<file path="config.mk">
export PLATFORM = sky130hd
export DESIGN_NAME = hnl_queue
export DESIGN_NICKNAME = d
export VERILOG_FILES = /design/src/sv/hnl_pkg.sv /design/src/sv/hnl_queue.sv
export SDC_FILE = /design/constraint.sdc
export NUM_CORES = 1
export LEC_CHECK = 0
export ABC_CLOCK_PERIOD_IN_PS = 5160
export BUFFER_PORTS_ARGS = -buffer_cell sky130_fd_sc_hd__clkbuf_2
export CAP_MARGIN = 40
export CORE_MARGIN = 4
export CORE_UTILIZATION = 50
export DETAILED_ROUTE_END_ITERATION = 6
export PLACE_DENSITY_LB_ADDON = 0.15
export SLEW_MARGIN = 0
export SYNTH_ARGS = -nofsm -noshare
export SYNTH_HDL_FRONTEND = slang
export SYNTH_SLANG_ARGS = --single-unit
</file>
<file path="constraint.sdc">
create_clock -name clk -period 5.16 [get_ports clk]
set_clock_uncertainty 0.2 [all_clocks]
set_input_delay 0.258 -clock clk [delete_from_list [all_inputs] [get_ports clk]]
set_output_delay 0.258 -clock clk [all_outputs]
set_load 0.05 [all_outputs]
</file>
<file path="src/sv/hnl_pkg.sv">
// Shared types and constants of the half neighbor list scan.
// No dependencies.
package hnl_pkg;

  localparam int COORD_W = 24;
  localparam int DIFF_W  = 26;
  localparam int DIST_W  = 52;
  localparam int SLOT_W  = 10;
  localparam int IDX_W   = 10;

  localparam logic [1:0] OP_LOAD_POS   = 2'd0;
  localparam logic [1:0] OP_LOAD_TRANS = 2'd1;
  localparam logic [1:0] OP_SCAN       = 2'd2;

  localparam logic [1:0] REG_CUTOFF_SQ   = 2'd0;
  localparam logic [1:0] REG_ATOM_COUNT  = 2'd1;
  localparam logic [1:0] REG_TRANS_COUNT = 2'd2;

  localparam int QUEUE_DEPTH = 2;
  localparam int QPTR_W      = $clog2(QUEUE_DEPTH);

  typedef enum logic [1:0] {
    CMD_LOAD_POS,
    CMD_LOAD_TRANS,
    CMD_SCAN
  } cmd_kind_t;

  typedef struct packed {
    logic signed [COORD_W-1:0] z;
    logic signed [COORD_W-1:0] y;
    logic signed [COORD_W-1:0] x;
  } vec_t;

  typedef struct packed {
    cmd_kind_t         kind;
    logic [SLOT_W-1:0] slot;
    vec_t              vec;
  } cmd_t;

  function automatic logic signed [DIFF_W-1:0] sx_diff(input logic signed [COORD_W-1:0] v);
    return {{(DIFF_W-COORD_W){v[COORD_W-1]}}, v};
  endfunction

endpackage

</file>
<file path="src/sv/hnl_queue.sv">
// Short command queue between the front end and the scan engine.
// Depends on hnl_pkg.
module hnl_queue (
  input  logic          clk,
  input  logic          rst_n,
  input  logic          push,
  input  hnl_pkg::cmd_t push_data,
  output logic          full,
  input  logic          pop,
  output logic          valid,
  output hnl_pkg::cmd_t pop_data
);

  localparam int CNT_W = hnl_pkg::QPTR_W + 1;

  hnl_pkg::cmd_t                 entry_r [hnl_pkg::QUEUE_DEPTH];
  logic [hnl_pkg::QPTR_W-1:0]    wr_ptr_r, wr_ptr_nxt;
  logic [hnl_pkg::QPTR_W-1:0]    rd_ptr_r, rd_ptr_nxt;
  logic [CNT_W-1:0]              count_r, count_nxt;
  logic                          do_push, do_pop;

  assign full     = count_r == CNT_W'(hnl_pkg::QUEUE_DEPTH);
  assign valid    = count_r != '0;
  assign pop_data = entry_r[rd_ptr_r];
  assign do_push  = push && !full;
  assign do_pop   = pop && valid;

  always_comb begin
    wr_ptr_nxt = wr_ptr_r;
    rd_ptr_nxt = rd_ptr_r;
    count_nxt  = count_r;
    if (do_push) begin
      wr_ptr_nxt = (32'(wr_ptr_r) == hnl_pkg::QUEUE_DEPTH - 1) ? '0 : wr_ptr_r + 1'b1;
    end
    if (do_pop) begin
      rd_ptr_nxt = (32'(rd_ptr_r) == hnl_pkg::QUEUE_DEPTH - 1) ? '0 : rd_ptr_r + 1'b1;
    end
    if (do_push && !do_pop) begin
      count_nxt = count_r + 1'b1;
    end else if (do_pop && !do_push) begin
      count_nxt = count_r - 1'b1;
    end
  end

  always_ff @(posedge clk) begin
    if (!rst_n) begin
      wr_ptr_r <= '0;
      rd_ptr_r <= '0;
      count_r  <= '0;
    end else begin
      wr_ptr_r <= wr_ptr_nxt;
      rd_ptr_r <= rd_ptr_nxt;
      count_r  <= count_nxt;
    end
  end

  always_ff @(posedge clk) begin
    if (do_push) begin
      entry_r[wr_ptr_r] <= push_data;
    end
  end

endmodule

</file>
==> reports/qor.yml <==
power_and_ir_drop:
  p_leak_nw: 3.40
  p_seq_frac: 0.391
  cellPowerDensity_nw_per_um2: 535
  p_switching_mw: 1.73
  switching_share: 0.366
  combPwrFrac: 0.338
  internal_power_mw: 3.00
  p_clk_frac: 0.271
  ir_drop_v: 0.000475
  totalPowerFinal_mw: 4.73
place:
  place_ws_ns: 2.74
  finalWeightedCongestion: 0.678
  dp_cells: 622
  dpl.hpwl_um: 7200
  post_dp_cell_area_um2: 7370
  port_buffers: 173
synth:
  ys_warn_count: 0
  yosys_most_used_dff: "edfxtp_1"
  synth_top_area_cell: "edfxtp_1"
  yosysSeqAreaShare: 0.815
  syn-num-nets: 375
  synth_cells: 286
  synth-edff-count: 168
  synth_area_leaders: "edfxtp_1 80%, mux2_1 11%, mux2_2 4.3%, dfxtp_1 1.6%, buf_6 1.1%"
  async_flop_share: 0
  netlist_area_um2: 6310
  ys_seq_elements: 173
  ys_types: 24
  avgSynthCellArea_um2: 22.1
  synth.most_common_cell: "edfxtp_1"
  synth.top_cell.area_share: 0.799
  synth_common_cells: "168 x edfxtp_1, 60 x mux2_1, 24 x mux2_2"
final_layout:
  nets: 648
  fin_cells: 740
  drive_gt1_frac: 0.414
  regArea_um2: 5150
  final_util: 0.727
  postLayoutCellArea_um2: 8840
  multi_input_area_um2: 1090
  fillCellCount: 768
  syn_to_final_growth_pct: 40.0
  diodes: 0
sta:
  fin_ws_ns: 2.62
  relSlewSlack: 0.538
  fmax_ghz: 0.393
  setup_viol: 0
  worstMarginPinSlew_ns: 0.692
  whs_ns: 0.112
  rsz0062_at_grt: "false"
  fin_tns_setup_ns: 0
  finalHoldViolCount: 0
  min_period_ns: 2.54
  slew_viol_final: 0
  fin_crit_sh: 0.493
setup_path:
  regToRegStartpoint: "count_r[0]"
  critPathMaxFanout: 49
  worstPathRequired_ns: 4.70
  r2r_cells: 3
  worstSetupPathType: "flop to output pin"
  r2r-end: "entry_r[1][13]"
  startpoint_type: "flop"
  worstPathArrival_ns: 2.08
  crit_end: "pop_data[69]"
  end_kind: "output pin"
  r2r_slack_ns: 2.77
min_path:
  hold_class: "input port to flop"
die:
  rows: 40
  io_pins: 174
  die_w_um: 120
  start_util: 0.519
  die_area_um2: 14500
  core_um2: 12200
  die_h_um: 120
clock_tree:
  insertion_delay_ns: 0.42
  clock-sinks: 173
  root_buffer: "clkbuf_16"
  post_cts_resized: 0
  cts_tree: "built"
  ctsHoldBuffers: 86
  path_clk_slew_ns: 0.06
  cts_buffers: 17
  post_cts_buffers: 0
  clock_path_buffers: 2
  cts-htree-levels: 4
route:
  drc_errors: 0
  vias_per_cell: 4.74
  drt-total-wl_um: 12100
  vias: 3507
  drt_pre_antenna_iters: 4
  drtIter0Drc: 153
  ant_nets: 0
  wl_per_cell_um: 16.4
global_route:
  antenna_found_initial: 0
  grt_pass1_vias: 3807
  overflow: 0
  grtUsageTotal: 0.173
  grt_pass1_wl_um: 19000
  grt_max_degree: 52
flow_run:
  cap_violations: 0
run_status:
  status: "finished, final reports clean"
how the worst min path moves through the flow:
stage / startpoint / to / cells past startpoint
CTS: pop / flop / 4
floorplan: push_data[0] / entry_r[0][0] / 0
global route: pop / flop / 4
detailed placement: push_data[82] / entry_r[1][82] / 1
finish: pop / flop / 4
global placement: push_data[83] / entry_r[1][83] / 1
layout by cell type, fill, tap and decap left out, types with 2 or more instances in the layout:
cell           Yosys  routed
clkinv_2           0       4
edfxtp_1         168     168
dlygate4sd3_1      0      86
clkinvlp_4         0       4
mux2_1            60      60
clkbuf_2           0     173
clkbuf_16          0      17
xnor2_1            2       2
and2_1             3       3
dfxtp_1            5       4
clkbuf_8           0       3
mux2_2            24      24
bufinv_16          0       3
buf_4              1       3
cell type report:
class	instances	area share
clock buffers	21	0.0532
clock inverters	11	0.0159
inverters	2	0.000849
multi-input cells	102	0.123
flip-flops and latches	173	0.582
well taps	168	0.0238
repair buffers	263	0.201
flip-flops by register name (all words and copies together), names as in the netlist, named ones only:
register  cells
entry_r     168
count_r       2
rd_ptr_r      1
wr_ptr_r      1
power by group through the flow:
| stage | sequential, mW | clock, mW | combinational (mW) |
|---|---|---|---|
| 2_1_floorplan | 1.84 | 0 | 1.26 |
| 6_report | 1.85 | 1.28 | 1.60 |
| 4_1_cts | 1.85 | 1.31 | 1.61 |
| 3_3_place_gp | 1.93 | 0 | 1.48 |
| 3_5_place_dp | 1.88 | 0 | 1.55 |
| 5_1_grt | 1.87 | 1.37 | 1.68 |
kinds of logic (layout without fill, tap and decap cells):
group	after synthesis	after routing	share of synthesized area
AO/OA/AOI/OAI	5	5	0.00515
multiplexers	84	84	0.150
adder cells (fa/ha/maj)	1	1	0.00198
flip-flops	173	173	0.815
XOR/XNOR	3	3	0.00416
AND/OR/NAND/NOR	9	9	0.00912
buffers and inverters	11	297	0.0147
critical path, stage by stage, from the launching register on:
cell and delay (ns):
dfxtp_4 0.68, buf_16 0.32, mux2_2 0.39, clkbuf_2 0.25
routing by layer:
layer  vias up  global-route usage  wire, µm
li1       1680                   -         -
met1      1695               0.186      4650
met2       115               0.314      6510
met3        17              0.0538       774
met4         0              0.0701       206
met5         -                   0         0
Note: power is estimated with default switching activity, not from simulation.
